<file path="src/sv/wrm_pkg.sv">
// Package for the windowed rate meter: field widths, word types,
// controller/datapath command and status structs, and the controller state type.
// No dependencies.
package wrm_pkg;

  localparam int FRAME_W  = 17;   // window frame accumulator
  localparam int FIELD_W  = 16;   // frames field of an input word
  localparam int CLOCK_W  = 29;   // timer clock register
  localparam int STAMP_W  = 32;   // timer stamp and elapsed ticks
  localparam int RATE_W   = 32;   // measured rate
  localparam int PROD_W   = FRAME_W + CLOCK_W;
  localparam int DIV_STEPS = PROD_W;              // one quotient bit per cycle
  localparam int CNT_W    = $clog2(DIV_STEPS);
  localparam int ADDR_W   = 2;
  localparam int DATA_W   = 32;

  localparam int WINDOW_FRAMES_DEF = 32768;

  // Register byte addresses
  localparam logic [ADDR_W-1:0] REG_TIMER_CLOCK = 2'd0;

  // Input word commands
  localparam logic CMD_RESTART = 1'b0;
  localparam logic CMD_ACCOUNT = 1'b1;

  typedef struct packed {
    logic               command;
    logic [FIELD_W-1:0] frames;
    logic [STAMP_W-1:0] timer_stamp;
  } in_word_t;

  typedef struct packed {
    logic [RATE_W-1:0] measured_hz;
    logic              updated;
  } out_word_t;

  typedef struct packed {
    logic load;      // take the input word, update the window
    logic mul_en;    // form frames * clock
    logic div_step;  // one restoring division step
    logic out_load;  // move the result into the output register
  } ctrl_cmd_t;

  typedef struct packed {
    logic need_div;  // the presented word closes a window with a valid measurement
    logic div_last;  // current division step is the final one
  } dp_status_t;

  typedef enum logic [3:0] {
    ST_IDLE = 4'b0001,
    ST_MUL  = 4'b0010,
    ST_DIV  = 4'b0100,
    ST_DONE = 4'b1000
  } state_t;

endpackage

</file>
<file path="src/sv/windowed_rate_meter.sv">
// Windowed rate meter, top level: APB-style register port, controller and
// datapath. Depends on wrm_pkg, wrm_ctrl and wrm_dp.
//
// Usage:
// - Input channel (in_valid / in_stall / in_word): each word carries a command,
//   a frame count and a timer stamp. Restart opens a new window at the stamp;
//   account adds frames and closes the window once WINDOW_FRAMES is reached.
// - Output channel (out_valid / out_stall / out_word): exactly one word per
//   input word, with the held rate and a flag set when a new rate was measured.
// - Register port: timer_clock_hz at byte address 0, written with psel,
//   penable and pwrite high; pready is always high. Write it only while idle.
// - Sequence: a word that closes no window, or closes one with zero elapsed
//   ticks or zero clock, goes from acceptance to the output load state and
//   then into the output register. A word that yields a new measurement
//   passes the multiply state, the divide state (one quotient bit per cycle)
//   and the output load state before it reaches the output register.
// - Flow: one word at a time; in_stall is high while a word is in work. A
//   finished word waits in the output register while the next input word is
//   accepted; when out_stall holds that register, the next result waits
//   inside the block and in_stall stays high.
// - Reset (rst_n low, synchronous) clears the window, the held rate, the
//   clock register, the controller state and the output valid flag.
module windowed_rate_meter #(
  parameter int unsigned WINDOW_FRAMES = wrm_pkg::WINDOW_FRAMES_DEF
) (
  input  logic                        clk,
  input  logic                        rst_n,
  input  logic                        in_valid,
  output logic                        in_stall,
  input  wrm_pkg::in_word_t           in_word,
  output logic                        out_valid,
  input  logic                        out_stall,
  output wrm_pkg::out_word_t          out_word,
  input  logic                        psel,
  input  logic                        penable,
  input  logic                        pwrite,
  input  logic [wrm_pkg::ADDR_W-1:0]  paddr,
  input  logic [wrm_pkg::DATA_W-1:0]  pwdata,
  output logic [wrm_pkg::DATA_W-1:0]  prdata,
  output logic                        pready
);

  logic [wrm_pkg::CLOCK_W-1:0] timer_clock_r;
  wrm_pkg::ctrl_cmd_t          cmd;
  wrm_pkg::dp_status_t         status;

  // Register port: write on the access cycle
  assign pready = 1'b1;

  always_ff @(posedge clk) begin
    if (!rst_n) begin
      timer_clock_r <= '0;
    end else if (psel && penable && pwrite && (paddr == wrm_pkg::REG_TIMER_CLOCK)) begin
      timer_clock_r <= pwdata[wrm_pkg::CLOCK_W-1:0];
    end
  end

  // Read back the clock register, zero elsewhere
  always_comb begin
    prdata = '0;
    if (paddr == wrm_pkg::REG_TIMER_CLOCK) begin
      prdata = wrm_pkg::DATA_W'(timer_clock_r);
    end
  end

  wrm_ctrl u_ctrl (
    .clk       (clk),
    .rst_n     (rst_n),
    .in_valid  (in_valid),
    .in_stall  (in_stall),
    .out_valid (out_valid),
    .out_stall (out_stall),
    .status    (status),
    .cmd       (cmd)
  );

  wrm_dp #(
    .WINDOW_FRAMES (WINDOW_FRAMES)
  ) u_dp (
    .clk         (clk),
    .rst_n       (rst_n),
    .in_word     (in_word),
    .timer_clock (timer_clock_r),
    .cmd         (cmd),
    .status      (status),
    .out_word    (out_word)
  );

endmodule

</file>
<file path="src/sv/wrm_ctrl.sv">
// Controller of the windowed rate meter: sequences accept, multiply, divide
// and output load. Depends on wrm_pkg.
module wrm_ctrl (
  input  logic                clk,
  input  logic                rst_n,
  input  logic                in_valid,
  output logic                in_stall,
  output logic                out_valid,
  input  logic                out_stall,
  input  wrm_pkg::dp_status_t status,
  output wrm_pkg::ctrl_cmd_t  cmd
);

  wrm_pkg::state_t state_r, state_nxt;
  logic            out_valid_r, out_valid_nxt;
  logic            out_free;

  // Output register can take a new word when empty or being drained
  assign out_free  = !out_valid_r || !out_stall;
  assign in_stall  = (state_r != wrm_pkg::ST_IDLE);
  assign out_valid = out_valid_r;

  // Decode commands from state
  always_comb begin
    cmd          = '0;
    cmd.load     = (state_r == wrm_pkg::ST_IDLE) && in_valid;
    cmd.mul_en   = (state_r == wrm_pkg::ST_MUL);
    cmd.div_step = (state_r == wrm_pkg::ST_DIV);
    cmd.out_load = (state_r == wrm_pkg::ST_DONE) && out_free;
  end

  // Next state
  always_comb begin
    state_nxt = state_r;
    case (state_r)
      wrm_pkg::ST_IDLE: begin
        if (in_valid) begin
          state_nxt = status.need_div ? wrm_pkg::ST_MUL : wrm_pkg::ST_DONE;
        end
      end
      wrm_pkg::ST_MUL: state_nxt = wrm_pkg::ST_DIV;
      wrm_pkg::ST_DIV: begin
        if (status.div_last) begin
          state_nxt = wrm_pkg::ST_DONE;
        end
      end
      wrm_pkg::ST_DONE: begin
        if (out_free) begin
          state_nxt = wrm_pkg::ST_IDLE;
        end
      end
      default: state_nxt = wrm_pkg::ST_IDLE;
    endcase
  end

  // Hold the output word until taken
  always_comb begin
    out_valid_nxt = out_valid_r;
    if (cmd.out_load) begin
      out_valid_nxt = 1'b1;
    end else if (!out_stall) begin
      out_valid_nxt = 1'b0;
    end
  end

  always_ff @(posedge clk) begin
    if (!rst_n) begin
      state_r     <= wrm_pkg::ST_IDLE;
      out_valid_r <= 1'b0;
    end else begin
      state_r     <= state_nxt;
      out_valid_r <= out_valid_nxt;
    end
  end

  // A word that needs no division goes straight to the output stage
  a_short_path: assert property (@(posedge clk) disable iff (!rst_n)
    (cmd.load && !status.need_div) |=> (state_r == wrm_pkg::ST_DONE))
    else $error("word without division did not go to output stage");

  // The final division step always leads to the output stage
  a_div_end: assert property (@(posedge clk) disable iff (!rst_n)
    (cmd.div_step && status.div_last) |=> (state_r == wrm_pkg::ST_DONE))
    else $error("division did not finish into output stage");

  // A stalled result is never dropped
  a_out_hold: assert property (@(posedge clk) disable iff (!rst_n)
    (out_valid_r && out_stall) |=> out_valid_r)
    else $error("stalled output word dropped");

endmodule

</file>
<file path="src/sv/wrm_dp.sv">
// Datapath of the windowed rate meter: window state, 17x29 multiplier,
// bit-serial restoring divider and output register. Depends on wrm_pkg.
module wrm_dp #(
  parameter int unsigned WINDOW_FRAMES = wrm_pkg::WINDOW_FRAMES_DEF
) (
  input  logic                          clk,
  input  logic                          rst_n,
  input  wrm_pkg::in_word_t             in_word,
  input  logic [wrm_pkg::CLOCK_W-1:0]   timer_clock,
  input  wrm_pkg::ctrl_cmd_t            cmd,
  output wrm_pkg::dp_status_t           status,
  output wrm_pkg::out_word_t            out_word
);

  localparam logic [wrm_pkg::FRAME_W-1:0] WINDOW_LIMIT = wrm_pkg::FRAME_W'(WINDOW_FRAMES);

  logic [wrm_pkg::FRAME_W-1:0] frame_total_r;
  logic [wrm_pkg::STAMP_W-1:0] window_start_r;
  logic [wrm_pkg::RATE_W-1:0]  held_rate_r;
  logic                        updated_r;
  logic [wrm_pkg::FRAME_W-1:0] mul_frames_r;
  logic [wrm_pkg::STAMP_W-1:0] divisor_r;
  logic [wrm_pkg::PROD_W-1:0]  dividend_r;
  logic [wrm_pkg::STAMP_W-1:0] rem_r;
  logic [wrm_pkg::RATE_W-1:0]  quot_r;
  logic [wrm_pkg::CNT_W-1:0]   cnt_r;
  wrm_pkg::out_word_t          out_word_r;

  logic [wrm_pkg::FRAME_W-1:0] frame_sum;
  logic                        window_full;
  logic [wrm_pkg::STAMP_W-1:0] elapsed;
  logic [wrm_pkg::PROD_W-1:0]  product;
  logic [wrm_pkg::STAMP_W:0]   trial;
  logic [wrm_pkg::STAMP_W:0]   diff;
  logic                        q_bit;

  // Window bookkeeping for the presented word
  assign frame_sum   = frame_total_r + wrm_pkg::FRAME_W'(in_word.frames);
  assign window_full = (frame_sum >= WINDOW_LIMIT);
  assign elapsed     = in_word.timer_stamp - window_start_r;

  assign status.need_div = (in_word.command == wrm_pkg::CMD_ACCOUNT) && window_full &&
                           (elapsed != '0) && (timer_clock != '0);
  assign status.div_last = (cnt_r == wrm_pkg::CNT_W'(wrm_pkg::DIV_STEPS - 1));

  // Frames times clock, registered before division
  assign product = wrm_pkg::PROD_W'(mul_frames_r) * wrm_pkg::PROD_W'(timer_clock);

  // One restoring division step
  assign trial = {rem_r, dividend_r[wrm_pkg::PROD_W-1]};
  assign diff  = trial - {1'b0, divisor_r};
  assign q_bit = !diff[wrm_pkg::STAMP_W];

  assign out_word = out_word_r;

  // Window state and held rate
  always_ff @(posedge clk) begin
    if (!rst_n) begin
      frame_total_r  <= '0;
      window_start_r <= '0;
      held_rate_r    <= '0;
      cnt_r          <= '0;
    end else begin
      if (cmd.load) begin
        if (in_word.command == wrm_pkg::CMD_RESTART) begin
          frame_total_r  <= '0;
          window_start_r <= in_word.timer_stamp;
        end else if (window_full) begin
          frame_total_r  <= '0;
          window_start_r <= in_word.timer_stamp;
        end else begin
          frame_total_r  <= frame_sum;
        end
      end
      if (cmd.mul_en) begin
        cnt_r <= '0;
      end else if (cmd.div_step) begin
        cnt_r <= cnt_r + 1'b1;
        if (status.div_last) begin
          held_rate_r <= {quot_r[wrm_pkg::RATE_W-2:0], q_bit};
        end
      end
    end
  end

  // Operands, divider shift registers and output word
  always_ff @(posedge clk) begin
    if (cmd.load) begin
      mul_frames_r <= frame_sum;
      divisor_r    <= elapsed;
      updated_r    <= status.need_div;
    end
    if (cmd.mul_en) begin
      dividend_r <= product;
      rem_r      <= '0;
      quot_r     <= '0;
    end else if (cmd.div_step) begin
      dividend_r <= {dividend_r[wrm_pkg::PROD_W-2:0], 1'b0};
      rem_r      <= q_bit ? diff[wrm_pkg::STAMP_W-1:0] : trial[wrm_pkg::STAMP_W-1:0];
      quot_r     <= {quot_r[wrm_pkg::RATE_W-2:0], q_bit};
    end
    if (cmd.out_load) begin
      out_word_r.measured_hz <= held_rate_r;
      out_word_r.updated     <= updated_r;
    end
  end

  // Partial remainder stays below the divisor after every step
  a_rem_bound: assert property (@(posedge clk) disable iff (!rst_n)
    cmd.div_step |=> (rem_r < divisor_r))
    else $error("division remainder not below divisor");

endmodule

</file>
<file path="config.mk">
export PLATFORM = sky130hd
export DESIGN_NAME = windowed_rate_meter
export DESIGN_NICKNAME = d
export VERILOG_FILES = /design/src/sv/wrm_pkg.sv /design/src/sv/windowed_rate_meter.sv /design/src/sv/wrm_ctrl.sv /design/src/sv/wrm_dp.sv
export SDC_FILE = /design/constraint.sdc
export NUM_CORES = 2
export LEC_CHECK = 0
export BUFFER_PORTS_ARGS = -buffer_cell sky130_fd_sc_hd__buf_2
export CORE_ASPECT_RATIO = 1.75
export CORE_MARGIN = 2
export CORE_UTILIZATION = 55
export DETAILED_ROUTE_END_ITERATION = 8
export PLACE_DENSITY = 0.73
export SLEW_MARGIN = 0
export SYNTH_ARGS = -nofsm -noshare
export SYNTH_HDL_FRONTEND = slang
export SYNTH_HIERARCHICAL = 1
export SYNTH_SLANG_ARGS = --single-unit
</file>
<file path="constraint.sdc">
create_clock -name clk -period 8.7 [get_ports clk]
set_input_delay 0 -clock clk [delete_from_list [all_inputs] [get_ports clk]]
set_output_delay 0 -clock clk [all_outputs]
set_load 0.05 [all_outputs]
</file>
### After elaboration in Yosys (flattened, before gate mapping)

Cells that the tools add are included.

* register bits: 313
* output and inout bits: 68
* logic and storage cells: 69
* bits of input ports: 90

* $lt $le $gt $ge: 1
* eq/ne operators: 11
* muxes and demuxes: 15
* multipliers: 1
* $add $sub $neg: 4
* bitwise logic cells: 2
* reductions and logical operators: 20

Operator list (count)
* 2-to-1 mux 32 bit: 3
* 2-to-1 mux 46 bit: 2
* multiplier 17 x 29 -> 46 bit: 1
* 2-to-1 mux 17 bit: 2
* subtractor 33 x 32 -> 33 bit: 1
* nonzero test 32 bit: 1
* subtractor 32 bit: 1
* 2-to-1 mux 29 bit: 1
* nonzero test 29 bit: 1
* adder 17 x 16 -> 17 bit: 1
* greater-or-equal comparator 17 x 16 -> 1 bit (second input constant): 1
* 2-to-1 mux 4 bit: 4
* one-hot mux 4 bit (4 select lines): 1
* logical AND 1 bit: 8
* inequality test 2 x 1 -> 1 bit (second input constant): 4
* adder 6 x 1 -> 6 bit (second input constant): 1
* equality test 6 bit (second input constant): 1
* AND reduction 3 bit: 2
* equality test 4 x 1 -> 1 bit (second input constant): 1
* equality test 4 x 2 -> 1 bit (second input constant): 1
* equality test 4 x 3 -> 1 bit (second input constant): 1
* equality test 4 bit (second input constant): 1
* inequality test 4 x 1 -> 1 bit (second input constant): 1
* logical NOT 1 bit: 3
* other kinds (8): 10

### Depth between registers and ports, before layout

* depth in word-level cells: 8
* depth in mapped cells: 26

### Modules after synthesis

Netlist, hierarchy kept.

Modules (own cells, without submodules)
* wrm_dp: cells each 3333, instances 1, area an instance 30170.2 um^2
* windowed_rate_meter: cells each 166, instances 1, area an instance 1418.9 um^2
* wrm_ctrl: cells each 28, instances 1, area an instance 265.3 um^2

### Worst setup path before layout

No wires, ideal clock.

* path type: register -> register
* start: register u_dp/mul_frames_r[2] (netlist name)
* end: register u_dp/dividend_r[37] (netlist name) (data pin)
* cell stages (with the launch flop): 24
* path buffers: 2
* slack: 2052 ps
* data arrival time: 6389 ps
* clock period less this slack: 6648 ps
* cells stage by stage: edfxtp_1 clkbuf_1 clkbuf_1 nand2_1 fa_1 fa_1 fa_1 fa_1 inv_1 fa_1 inv_1 fa_1 inv_1 ha_1 a211oi_1 o21bai_1 a2111oi_0 a211oi_1 nor4_1 o21bai_1 a211o_1 a21oi_1 xnor2_1 mux2_2

* longest elaborated chain between the ends: 2

RTL lines
* from (decl): line wrm_dp.sv:21 `logic [wrm_pkg::FRAME_W-1:0] mul_frames_r;`
* from (signal assigned): line wrm_dp.sv:89 `mul_frames_r <= frame_sum;`
* multiplier 17 x 29 -> 46 bit: line wrm_dp.sv:47 `assign product = wrm_pkg::PROD_W'(mul_frames_r) * wrm_pkg::PROD_W'(timer_clock);`
* 2-to-1 mux 46 bit: line wrm_dp.sv:93 `if (cmd.mul_en) begin`
* to (signal assigned): line wrm_dp.sv:94 `dividend_r <= product;`
* to (signal assigned): line wrm_dp.sv:98 `dividend_r <= {dividend_r[wrm_pkg::PROD_W-2:0], 1'b0};`
* to (decl): line wrm_dp.sv:23 `logic [wrm_pkg::PROD_W-1:0] dividend_r;`

No other way between the ends.
A chain may end at the register's enable or synchronous reset.

### Final worst setup path

* start: register u_dp/mul_frames_r[6] (netlist name)
* end: register u_dp/dividend_r[45] (netlist name) (data pin)

The elaborated chain is that of the path after synthesis.

==> impl_results.md <==
* Outcome: finished, final reports clean
* Clock Tree Buf Depth at 3
* Synth Warn # at 6
* Crit-path slowest cell: edfxtp_1
* Fin. Hold Viols at 0
* Via count at 25.2k
* Switch share at approximately 30%
* Final Setup Violations at 0
* H-Tree Depth at 1
* Post-Synthesis Cells at between 3k and 4k
* CP required at roughly 9.1 ns
* VDD IR max at roughly 0.00023 V
* Setup CP Type: reg2reg
* Pwr/cell area at 111 nW/um2
* Switching pwr at about 0.0012 W
* Setup TNS at 0 ns
* Post_cts resized at 0
* Met2 usage at between 50% and 60%
* Synth cell types at between 70 and 80
* First-pass GRT wire length at approximately 130,000 um
* Unrepaired setup endpoints after global routing: false
* Seq/Total Area, Yosys at 23.7%
* Max-cap violation count at 0
* Synth Register Bits at 313
* Largest net degree at the start of global routing at approximately 80
* DP Wirelength at approximately 60,000 um
* Ys async rst share at 0%
* Die area at 59,900 um2
* Power Internal at 0.00274 W
* Fin nets at between 4k and 5k
* Worst path most repeated cell: fa_1
* Grt total ovfl at 0
* Slowest stage delay, CP at 1.21 ns
* Clock power frac at a little over a third
* CP max FO at 29
* Clk_skew at ~0.014 ns
* Lkg Pwr at 16.4 nW
* Synth Area in Compound Gates at 9.69%
* M3 GR Usage at ~4.5%
* Synth-to-Final Area Change at 11.8%
* Main combinational cell family by area after synthesis: adder cells
* Final Util at between 60% and 70%
* Final Max Tran Viols at 0
* Comb power frac at between 20% and 30%
* Post-DRT Antenna Nets at 0
* Core Region at 57,200 um2
* DR WL/cell at about 18 um
* Layout cells sized above 1 at 8.43%
* TritonCTS buffer count at 30
* WL final at ~83,000 um
* Pre-Repair DR Iteration Count at 6
* Site row count at approximately 120
* CTS tree: built
* Clk slew on worst S/H paths at approximately 0.070 ns
* Ys flop type: dfxtp_1
* Via density at between 5 and 6
* Worst EP arrival at ~8.2 ns
* Initial Utilization at between 50% and 60%
* Io pins at 158
* Met1 Use GR at 26.4%
* Clock Tree Root: clkbuf_16
* Critical Path Source Type: register
* Filler Cells Inserted at 4,893
* Period utilization at between 90% and 100%
* Total track usage at roughly 29%
* Fmax achieved at between 0.1 and 0.15 GHz
* Area share of and/or/nand/nor cells after synthesis at between 15 and 20%
* Busiest layer in global routing: met2
* Initial antenna violation count at 2
* Rel. slew slack at a little over an eighth
* Final Non-Filler Cells at approximately 4.5k
* Die height at 322 um
* Setup crit end kind: register
* Hold/Removal Path Class: in2reg
* Synth Cell Area at between 30,000 and 40,000 um2
* Adder-cell area share of the yosys netlist at 33.5%
* Vias in the first global route at 27.0k
* Clock Latency Late Sink at 0.60 ns
* Post-Synth XOR/XNOR Area at approximately 2.9%
* Flop pwr share at roughly 43%
* CTS sink cnt at 313
* RD Place Congestion at 0.935
* 1st-iter DRT viols at roughly 1.1k
* Worst slew pin tran at 1.30 ns
* Final Critical Period at around 8 ns
* Critical path, cell by cell: and2_1 -> fa_1 -> inv_1 -> fa_1 -> fa_1 -> inv_1 -> fa_1 -> fa_1 -> inv_1 -> fa_1 -> inv_1 -> ha_1 -> o21ai_0 -> o21bai_1 -> a2111oi_0 -> a211oi_1 -> o21ai_0 -> o21a_1 -> a221oi_1 -> xnor2_1 -> mux2_2
* Inst Count DP at roughly 4.3k
* Mux cell area share after synthesis at 4.18%
* Port bufs at 150
* Synthesized area per cell at between 9 and 10 um2
* Post-synth EDFFs at about 130
* Residual DRC count at 0
* Post-CTS setup buffer count at 0
* Die X at roughly 190 um
Yosys cell counts, types with 4 or more instances:
cell / n / share of area, %
edfxtp_1: 129 / 12
a221oi_1: 6 / 0.16
nand4_1: 15 / 0.29
nand3_1: 62 / 0.97
o211ai_1: 14 / 0.33
a211oi_1: 28 / 0.66
nand2b_1: 27 / 0.53
o221ai_1: 4 / 0.11
clkbuf_1: 154 / 1.8
xnor2_1: 67 / 1.8
a311oi_1: 5 / 0.14
nor3_1: 21 / 0.33
a22o_1: 16 / 0.44
o31a_1: 6 / 0.16
mux2i_1: 89 / 2.8
nor2b_1: 20 / 0.39
a211o_1: 5 / 0.14
o21a_1: 18 / 0.42
nand2_1: 548 / 6.5
mux2_2: 39 / 1.4
a21o_1: 37 / 0.87
inv_1: 594 / 7.0
ha_1: 201 / 7.9
or3_1: 8 / 0.16
o22ai_1: 4 / 0.079
nand3b_1: 4 / 0.094
nor4b_1: 7 / 0.19
a41oi_1: 4 / 0.11
buf_4: 7 / 0.16
a21oi_1: 112 / 1.8
a31oi_1: 9 / 0.18
fa_1: 407 / 26
o21bai_1: 16 / 0.38
o31ai_1: 6 / 0.14
a21boi_0: 38 / 0.90
and2_1: 227 / 4.5
nor2_1: 136 / 1.6
xor2_1: 37 / 1.0
or2_2: 8 / 0.16
o21ai_1: 6 / 0.094
buf_1: 10 / 0.12
o21ai_0: 102 / 1.6
and3_1: 19 / 0.37
nor4_1: 14 / 0.27
dfxtp_1: 184 / 12
sequential cells by signal, summed over array words and instances (netlist names):
register and cells:
timer_clock_r 29, u_ctrl/out_valid 1, u_ctrl/state_r 4, u_dp/cnt_r 6, u_dp/dividend_r 46, u_dp/divisor_r 32
u_dp/frame_total_r 17, u_dp/held_rate_r 32, u_dp/mul_frames_r 17, u_dp/out_word 33, u_dp/quot_r 31, u_dp/rem_r 32
u_dp/updated_r 1, u_dp/window_start_r 32
cell usage in the layout (no fill, tap or decap), types with 67 or more instances in the layout:
cell type,instances
mux2i_1,89
nand2_1,548
inv_1,593
edfxtp_1,129
and2_1,226
buf_2,149
o21ai_0,102
a21oi_1,111
xnor2_1,67
fa_1,407
dfxtp_1,184
dlygate4sd3_1,133
nor2_1,136
ha_1,201
power groups by stage:
stage | Sequential, W | Combinational (W) | Clock, W
after global placement | 0.00171 | 0.000809 | 0
final | 0.00169 | 0.000884 | 0.00139
after CTS | 0.00168 | 0.000870 | 0.00142
after global routing | 0.00169 | 0.000978 | 0.00148
after detailed placement | 0.00172 | 0.000821 | 0
after floorplan | 0.00167 | 0.000627 | 0
metal layers:
metal / vias up / share of wire (%)
met5: - / 0
met4: 0 / 10
met3: 423 / 4.9
met2: 823 / 53
met1: 12400 / 32
li1: 11600 / -
worst paths after layout:
| kind | from | end | slack, ns | cells past startpoint |
|---|---|---|---|---|
| worst max-delay path | u_dp/mul_frames_r[6] | u_dp/dividend_r[45] | 0.85 | 21 |
| worst min-delay path | in_word[44] | u_dp/mul_frames_r[12] | 0.03 | 3 |
| worst min register to register | u_dp/updated_r | u_dp/out_word[0] | 0.43 | 0 |
| worst max register to register | u_dp/mul_frames_r[6] | u_dp/dividend_r[45] | 0.85 | 21 |
worst max-delay path, delay by kind of cell (launching register included):
| family | cells | cell delay [ns] |
|---|---|---|
| AO/OA/AOI/OAI | 7 | 1.99 |
| XOR/XNOR | 1 | 0.12 |
| buffers and inverters | 4 | 0.41 |
| AND/OR/NAND/NOR | 1 | 0.28 |
| adder cells (fa/ha/maj) | 7 | 3.34 |
| flip-flops | 1 | 1.21 |
| multiplexers | 1 | 0.27 |
per-stage QoR:
step / total power (W) / setup WS (ns) / instance area, um2 / hold slack [ns]
final: 0.00396 / 0.852 / 35600 / 0.0290
after global routing: 0.00415 / 0.542 / 35600 / 0.0325
after CTS: 0.00398 / 1.09 / 35600 / 0.000609
after detailed placement: 0.00254 / 1.13 / 33200 / 0.253
after global placement: 0.00252 / 1.16 / 33200 / 0.250
after floorplan: 0.00229 / 2.05 / 31900 / 0.0786
logic make-up after synthesis:
logic type      Yosys count
compound gates          469
fa+ha+maj               608
flops                   313
mux                     128
simple gates           1132
xor+xnor                104
buf+inv                 771
other cells               2
what timing repair did:
item | CTS | global route
endpoints found under the hold margin | 129 | 0
setup endpoints to repair | 0 | 0
hold buffers | 133 | 0
final cells by class:
class / instances / area (um2) / area share, %
Clock buffer: 36 / 805 / 2.26
Timing Repair Buffer: 329 / 2430 / 6.83
Inverter: 594 / 2230 / 6.26
Tap cell: 767 / 960 / 2.70
Antenna cell: 2 / 5.00 / 0.0141
Clock inverter: 20 / 239 / 0.671
Multi-Input combinational cell: 2445 / 21400 / 60.0
Sequential cell: 313 / 7560 / 21.2
(Power assumes the default switching activity.)
